<file path="config.mk">
export PLATFORM = sky130hd
export DESIGN_NAME = stbs_ctrl
export DESIGN_NICKNAME = d
export VERILOG_FILES = /design/src/design/stbs_pkg.sv /design/src/design/stbs_ctrl.sv
export VERILOG_INCLUDE_DIRS = /design/src /design/src/design
export SDC_FILE = /design/constraint.sdc
export NUM_CORES = 1
export LEC_CHECK = 0
export ABC_AREA = 1
export BUFFER_PORTS_ARGS = -buffer_cell sky130_fd_sc_hd__clkbuf_2
export CORE_AREA = 2 2 39 41
export DETAILED_ROUTE_END_ITERATION = 6
export DIE_AREA = 0 0 41 43
export PLACE_DENSITY = 0.56
export SLEW_MARGIN = 0
export SYNTH_ARGS = -nofsm -noshare
export SYNTH_HDL_FRONTEND = slang
export SYNTH_SLANG_ARGS = --single-unit
</file>
<file path="constraint.sdc">
create_clock -name i_clk -period 2.7 [get_ports i_clk]
set_clock_uncertainty 0.2 [all_clocks]
set_input_delay 0.27 -clock i_clk [delete_from_list [all_inputs] [get_ports i_clk]]
set_output_delay 0.27 -clock i_clk [all_outputs]
set_load 0.03 [all_outputs]
</file>
<file path="src/design/sorted_table_bound_search_defines.svh">
// Assertion helpers shared by the block's modules.
// Each one samples on the rising clock edge and stays quiet while reset is active.
`ifndef SORTED_TABLE_BOUND_SEARCH_DEFINES_SVH
`define SORTED_TABLE_BOUND_SEARCH_DEFINES_SVH

// The consequent must hold in the same cycle as the antecedent.
`define STBS_ASSERT_SAME(label, ante, cons, msg) \
    label: assert property (@(posedge i_clk) disable iff (!i_rst_n) (ante) |-> (cons)) \
        else $error(msg);

// The consequent must hold in the cycle after the antecedent.
`define STBS_ASSERT_NEXT(label, ante, cons, msg) \
    label: assert property (@(posedge i_clk) disable iff (!i_rst_n) (ante) |=> (cons)) \
        else $error(msg);

`endif

</file>
<file path="src/design/stbs_pkg.sv">
`default_nettype none

package stbs_pkg;

    localparam int TABLE_DEPTH_DEF = 1024;
    localparam int VALUE_WIDTH_DEF = 32;

    localparam int OP_W  = 2;
    localparam int IDX_W = 10;
    localparam int KEY_W = 32;
    localparam int POS_W = 11;

    localparam int IN_TDATA_W  = 48;
    localparam int OUT_TDATA_W = 16;

    typedef enum logic [OP_W-1:0] {
        OP_WRITE = 2'd0,
        OP_LOWER = 2'd1,
        OP_UPPER = 2'd2,
        OP_FIND  = 2'd3
    } t_op;

    typedef struct packed {
        logic accept;    // input word taken this cycle
        logic issue;     // launch a table read at the next midpoint
        logic step;      // compare the returned entry and narrow the interval
        logic load_out;  // move the finished result into the output register
    } t_dp_cmd;

    typedef struct packed {
        logic direct;    // incoming word needs no search (write or empty table)
        logic done;      // search ends with this compare
    } t_dp_status;

endpackage

`default_nettype wire

</file>
<file path="src/design/stbs_ctrl.sv">
`default_nettype none
`include "sorted_table_bound_search_defines.svh"

module stbs_ctrl (
    input  wire logic                 i_clk,
    input  wire logic                 i_rst_n,
    input  wire logic                 i_in_valid,
    output logic                      o_in_ready,
    output logic                      o_out_valid,
    input  wire logic                 i_out_ready,
    input  wire stbs_pkg::t_dp_status i_status,
    output stbs_pkg::t_dp_cmd         o_cmd
);
    import stbs_pkg::*;

    typedef enum logic [3:0] {
        S_IDLE = 4'b0001,
        S_ADDR = 4'b0010,
        S_CMP  = 4'b0100,
        S_PUT  = 4'b1000
    } t_state;

    t_state r_state, n_state;
    logic   r_out_valid, n_out_valid;
    logic   accept, load_out;

    assign o_in_ready = (r_state == S_IDLE);
    assign accept     = i_in_valid && o_in_ready;
    assign load_out   = (r_state == S_PUT) && (!r_out_valid || i_out_ready);

    always_comb begin
        n_state = r_state;
        unique case (r_state)
            S_IDLE: begin
                if (accept) begin
                    n_state = i_status.direct ? S_PUT : S_ADDR;
                end
            end
            S_ADDR: begin
                n_state = S_CMP;
            end
            S_CMP: begin
                if (i_status.done) begin
                    n_state = S_PUT;
                end
            end
            S_PUT: begin
                if (load_out) begin
                    n_state = S_IDLE;
                end
            end
            default: begin
                n_state = S_IDLE;
            end
        endcase
    end

    assign n_out_valid = load_out || (r_out_valid && !i_out_ready);

    always_ff @(posedge i_clk) begin
        if (!i_rst_n) begin
            r_state     <= S_IDLE;
            r_out_valid <= 1'b0;
        end else begin
            r_state     <= n_state;
            r_out_valid <= n_out_valid;
        end
    end

    assign o_cmd.accept   = accept;
    assign o_cmd.issue    = (r_state == S_ADDR) || ((r_state == S_CMP) && !i_status.done);
    assign o_cmd.step     = (r_state == S_CMP);
    assign o_cmd.load_out = load_out;
    assign o_out_valid    = r_out_valid;

    `STBS_ASSERT_NEXT(a_search_reads, r_state == S_ADDR, r_state == S_CMP,
        "table read launched without a compare following")
    `STBS_ASSERT_SAME(a_result_from_put, $rose(r_out_valid), $past(r_state == S_PUT),
        "result word raised outside the result state")
    `STBS_ASSERT_NEXT(a_direct_word, accept && i_status.direct, r_state == S_PUT,
        "write or empty query did not go straight to the result")

endmodule

`default_nettype wire

</file>
==> results of run 1 <==
-- worst max-delay path by stage --
stage | start | to | slack [ns]
2_1_floorplan | o_out_valid$_SDFF_PN0_ | o_cmd[0] | 1.32
3_5_place_dp | r_state[2]$_SDFFE_PN0P_ | o_cmd[2] | 1.30
5_1_grt | r_state[3]$_SDFFE_PN0P_ | o_cmd[0] | 0.95
3_3_place_gp | r_state[2]$_SDFFE_PN0P_ | o_cmd[2] | 1.30
6_report | r_state[2]$_SDFFE_PN0P_ | o_cmd[2] | 1.06
4_1_cts | r_state[2]$_SDFFE_PN0P_ | o_cmd[2] | 1.04
-- layout make-up --
| type | count | area share, % |
|---|---|---|
| multi-input cells | 30 | 40.5 |
| repair buffers | 11 | 13.5 |
| flip-flops and latches | 5 | 24.5 |
| well taps | 16 | 4.91 |
| clock buffers | 4 | 6.44 |
| inverters | 11 | 10.1 |
-- cells in the mapped netlist --
library cell  count
nor2_1            4
nor2_2            6
o21ai_2           1
nand2_2           1
buf_4             2
nor3_2            1
nand2_1           8
dfxtp_1           5
nand3_1           4
inv_1            10
inv_2             1
nand3_2           2
a21oi_1           2
o21bai_1          1
-- worst register-to-register path: stages, from the launching register on --
cell	delay (ns)
dfxtp_1	0.33
nor2_2	0.17
nand3_1	0.14
nand3_2	0.12
nand2_1	0.05
nand2_1	0.05
nor2_1	0.03
-- per-layer routing --
metal	GRT usage, %	share of wire [%]
met3	3.14	6.0
met1	8.04	43
met2	12.5	49
met4	8.00	1.8
met5	0	0
-- sequential cells by signal, summed over array words and instances (netlist names) --
name         flops
o_out_valid      1
r_state          4
-- power by group through the flow --
stage / clock network, W / registers [W] / logic, W
finish: 0.0000822 / 0.0000886 / 0.0000913
global route: 0.0000961 / 0.0000896 / 0.000103
CTS: 0.0000868 / 0.0000886 / 0.0000926
detailed placement: 0 / 0.0000899 / 0.0000923
global placement: 0 / 0.0000894 / 0.0000933
floorplan: 0 / 0.0000905 / 0.0000752
-- per-stage QoR --
step                      instance area [µm²]  setup slack, ns  utilization (%)  hold slack, ns  power [W]
after floorplan                           322             1.32                -           0.190   0.000166
after global placement                    382             1.30             27.6           0.313   0.000183
after detailed placement                  382             1.30             27.6           0.322   0.000182
after CTS                                 408             1.04             29.5          0.0722   0.000268
after global routing                      408            0.947             29.5          0.0971   0.000288
final                                     408             1.06             29.5          0.0801   0.000262
-- cells by family after synthesis --
group,Yosys count
simple gates,26
buf+inv,13
flops,5
compound gates,4
==> results.md, run 1 <==
- Crit start category: flop
- Seq. cell area: 100 µm²
- Synth Area in Compound Gates: 8.17%
- Detailed-route wire length: 553 µm
- Final Hold Vio Count: 0
- R2r startpoint: r_state[2]$_SDFFE_PN0P_
- Placed Instances: 73
- Multiplexer area fraction after synthesis: 0%
- Switching Share: 36.3%
- Chip width: 41 µm
- R2R setup slack: 1.49 ns
- Critical Path RT: 2.23 ns
- Power Internal: 0.000167 W
- Comb pwr share: 34.8%
- Worst Path Arrival: 1.17 ns
- Diodes inserted: 0
- Commonest non-fill, non-tap cells in the layout: clkbuf_2, inv_1, nand2_1, nor2_2, dfxtp_1
- Longest Clk Path Bufs: 2
- Clk_lat worst skew: 0.23 ns
- CTS tree: built
- Leakage: 0.237 nW
- Setup TNS: 0 ns
- RSZ-0062 raised after global routing: no
- Total track usage: 8.33%
- Max-slew headroom: 87.9%
- Worst-Margin Slew: 0.181 ns
- Core Area: 1380 µm²
- Largest net degree at the start of global routing: 5
- Synthesis Warnings: 0
- Hold Path Origin: i_rst_n
- Max Fclk: 0.609 GHz
- R2R cell count: 6
- H-tree levels: 1
- Synth Area in Adders: 0%
- Critical path peak fanout: 3
- Die ar.: 1760 µm²
- Root buffer cell: clkbuf_4
- Cell taking the most area after synthesis: dfxtp_1
- PostCTS Resize Cnt: 0
- #FFs+latches synth: 5
- Mapped Area: 322 µm²
- Hold_buf cts: 0
- Nets: 68
- Share of the synthesized area in the top cell type: 31.1%
- Clock-pin slew on the worst setup and hold paths: 0.04 ns
- Vias/cell: 4.06
- Status: finished clean
- Cts bufs inserted: 3
- Syn Area/Cell: 6.70 µm²
- GR Overflow Total: 0
- Post-CTS Setup Bufs: 0
- Worst hold path depth: 3
- Post-Synth Simple-Gate Area: 43.2%
- Rows: 14
- Starting density of the core: 23.2%
- Placed wire-length estimate: 504 µm
- Initial DRC count: 3
- Flop pwr share: 33.8%
- Fin. max-slew vios: 0
- Commonest non-fill, non-tap cell in the layout: clkbuf_2
- Unique masters post-synth: 14
- Crit-path cells: nor2_2 -> nand3_1 -> nand2_1 -> clkbuf_2
- Tcrit/Tclk final: 60.8%
- Clock sinks: 5
- Vias: 313
- Hold Path Class: in2reg
- Reg-to-Reg End: r_state[3]$_SDFFE_PN0P_
- # IOs: 12
- Fillers: 161
- Tmin final: 1.64 ns
- Gpl congestion: 0.701
- Final ANT Viol Nets: 0
- Hold endpoint: r_state[3]$_SDFFE_PN0P_
- Worst VDD drop: 0.209 mV
- Clock power frac: 31.4%
- CP top delay family: simple AND/OR/NAND/NOR gates
- Number of global-route vias before repair: 288
- Largest cells by area after synthesis: dfxtp_1, inv_1, nor2_2
- First-pass GRT wire length: 959 µm
- Port Buffers: 11
- Register area share after synthesis: 31.1%
- CP endpoint kind: output pin
- Max stage delay on crit path: 0.33 ns
- Critical Path Stages: 4
- Fin cells: 77
- Largest family of logic cells by synthesized area: simple AND/OR/NAND/NOR gates
- Crit path kind: reg2out
- Initial antenna violation count: 0
- Layout cells sized above 1: 42.6%
- Endpoints failing setup: 0
- Area grow syn2layout: 26.8%
- Psw: 0.0000952 W
- Post-Syn Instances: 48
- Synth Area in XOR/XNOR: 0%
- CP max stage cell: dfxtp_1
- Max_cap viols: 0
- Multi-input logic area: 165 µm²
- Die Height: 43 µm
- Drt pass-1 iters: 4
- Pwr Density: 643 nW/µm²
- Drt drc: 0
- DR WL/cell: 7.18 µm
- Post-synthesis net count: 54
- Worst Path Buf+Inv: 1
No activity file was read; power rests on OpenSTA's default activity.
==> inputs of run 2 (changes only) <==
--- a/config.mk
+++ b/config.mk
@@ -6,12 +6,12 @@
 export SDC_FILE = /design/constraint.sdc
 export NUM_CORES = 1
 export LEC_CHECK = 0
-export ABC_AREA = 1
+export ABC_AREA = 0
 export BUFFER_PORTS_ARGS = -buffer_cell sky130_fd_sc_hd__clkbuf_2
 export CORE_AREA = 2 2 39 41
 export DETAILED_ROUTE_END_ITERATION = 6
 export DIE_AREA = 0 0 41 43
-export PLACE_DENSITY = 0.56
+export PLACE_DENSITY = 0.6
 export SLEW_MARGIN = 0
 export SYNTH_ARGS = -nofsm -noshare
 export SYNTH_HDL_FRONTEND = slang
==> constraint.sdc (replaced) <==
create_clock -name i_clk -period 1.4 [get_ports i_clk]
set_clock_uncertainty 0.2 [all_clocks]
set_input_delay 0.14 -clock i_clk [delete_from_list [all_inputs] [get_ports i_clk]]
set_output_delay 0.14 -clock i_clk [all_outputs]
set_load 0.03 [all_outputs]
==> run 2 against run 1 <==
The run now ends with setup timing left. Flip-flop and latch count stayed put. Critical path depth is 1 lower. Core utilization up 20 points. First-iteration DRC count increased to 4.3 times the previous value. Worst setup slack worse by 1.4 ns. Synthesized area grew 8.6%. Cell count is 3.9% higher. Wire length increased by 83%. Critical endpoint unchanged.
==> results.md, run 2 <==
- Status: complete, but fails checks
- Failing checks: setup timing
- Diodes inserted: 0
- RSZ-0062 raised after global routing: yes
- Clock-pin slew on the worst setup and hold paths: 0.05 ns
- Endpoints failing setup: 9
- Post-synth top cells: dfxtp_1, inv_1, nor2b_1, nor4b_2
- Final Hold Vio Count: 0
- Initial DRC count: 13
- Port Buffers: 11
- Initial antenna violation count: 0
- Placed cell area: 497 µm²
- Register area share after synthesis: 28.7%
- Cell taking the most area after synthesis: dfxtp_1
- GR Overflow Total: 0
- CP max stage cell: or3b_4
- Tcrit/Tclk final: 127%
- Worst Path Arrival: 1.43 ns
- Grt met2 use: 19.7%
- Die ar.: 1760 µm²
- Number of global-route vias before repair: 371
- Design area: 679 µm²
- Final ANT Viol Nets: 0
- Rows: 14
- Leakage: 0.305 nW
- Max Fclk: 0.565 GHz
- Met1 Usage GRT: 17.3%
- Max_cap viols: 0
- Most flops, register: r_state
- Gpl congestion: 0.739
- Commonest non-fill, non-tap cell in the layout: buf_4
- Number of synthesized flops with an enable pin: 0
- Drt drc: 0
- Worst VDD drop: 0.345 mV
- Cts bufs inserted: 3
- Power Total: 0.000566 W
- Root buffer cell: clkbuf_4
- Hold_ws: 0.00765 ns
- Commonest non-fill, non-tap cells in the layout: buf_4, clkbuf_2, clkbuf_4, buf_6
- M3 GR Usage: 3.66%
- # IOs: 12
- Largest cells by area after synthesis: dfxtp_1, nor4b_2, nor2b_1
- Clock sinks: 5
- Setup TNS: -1.77 ns
- Largest net degree at the start of global routing: 7
- Crit path kind: reg2out
- Max-slew headroom: 82.1%
- Max reg flops: 4
- Crit-path cells: or3b_4 -> a211oi_4 -> clkbuf_8
- Total track usage: 13.9%
- Share of the synthesized area in the top cell type: 28.7%
- Post-Syn Instances: 37
- Crit start category: flop
- First-pass GRT wire length: 1610 µm
- Longest Clk Path Bufs: 2
- Worst-Margin Slew: 0.267 ns
- Placed wire-length estimate: 666 µm
- Drt pass-1 iters: 4
- Primary FF master, synth: dfxtp_1
- CP endpoint kind: output pin
- Starting density of the core: 25.2%
- Hold Path Class: in2reg
- Max stage delay on crit path: 0.40 ns
- Vias: 377
- Critical path peak fanout: 5
- Nets: 71
- Vias/cell: 4.71
- Critical Path RT: 1.06 ns
- Unique masters post-synth: 23
- Most common cell in the netlist: dfxtp_1
- H-tree levels: 1
- DR WL/cell: 12.6 µm
- Tmin final: 1.77 ns
- Layout cells sized above 1: 67.2%
- Final worst slack: -0.371 ns
- Area grow syn2layout: 94.6%
- Clk_lat worst skew: 0.24 ns
- Chip width: 41 µm
- Async set-reset flop share out of synthesis: 0%
- Core Area: 1380 µm²
- Fin. max-slew vios: 0
- Pwr Density: 833 nW/µm²
- Detailed-route wire length: 1010 µm
- CTS tree: built
- Mapped Area: 349 µm²
- #FFs+latches synth: 5
- Die Height: 43 µm
- Synthesis Warnings: 0
- Post-synthesis net count: 43
- Syn Area/Cell: 9.43 µm²
- GRT busiest layer: met2
[run 2: final cells by class]
class / count / area, µm²
multi-input cells: 25 / 277
inverters: 3 / 11.3
clock buffers: 4 / 26.3
well taps: 16 / 20.0
fillers: 134 / 704
flip-flops and latches: 5 / 113
repair buffers: 27 / 233
[run 2: repair_timing]
item,4_1_cts,5_1_grt
setup endpoints to repair,8,9
gates resized for setup,21,6
hold buffers,1,0
endpoints found under the hold margin,2,0
buffers inserted,3,3
pin swaps,3,2
[run 2: final timing paths]
check	startpoint	to	slack (ns)	cells after the start
setup / recovery	r_state[1]$_SDFFE_PN0P_	o_cmd[2]	-0.37	3
hold / removal	i_status[1]	r_state[1]$_SDFFE_PN0P_	0.008	2
setup reg to reg	r_state[2]$_SDFFE_PN0P_	r_state[3]$_SDFFE_PN0P_	-0.17	6
hold reg to reg	r_state[0]$_SDFFE_PN1P_	r_state[3]$_SDFFE_PN0P_	0.45	3
[run 2: metrics by stage]
step                      worst slack [ns]  util, %  cells
after detailed placement            -0.105     35.9     69
after global routing                -0.421     49.1     80
after global placement             -0.0950     35.9     69
final                               -0.371     49.1     80
after floorplan                     -0.235        -     37
after CTS                           -0.366     46.1     77
[run 2: logic make-up after synthesis]
logic type | Yosys count | synth area share, %
AND/OR/NAND/NOR | 16 | 39.1
buffers and inverters | 7 | 10.4
flip-flops | 5 | 28.7
AO/OA/AOI/OAI | 9 | 21.9
[run 2: where the power goes]
part,switching [W],total (W),internal (W)
Sequential,0.0000155,0.000166,0.000151
Combinational,0.0000975,0.000229,0.000132
Clock,0.0000624,0.000170,0.000108
Total,0.000175,0.000566,0.000391
[run 2: worst max-delay path: cells and delay by family (launching register included)]
kind            cells  cell delay [ns]
compound gates      1             0.23
buf+inv             1             0.20
flops               1             0.36
simple gates        1             0.40
[run 2: per-layer routing]
metal | wire length (µm) | up-vias
met3 | 33 | 2
li1 | - | 189
met1 | 456 | 177
met5 | 0 | -
met4 | 14 | 0
met2 | 505 | 9
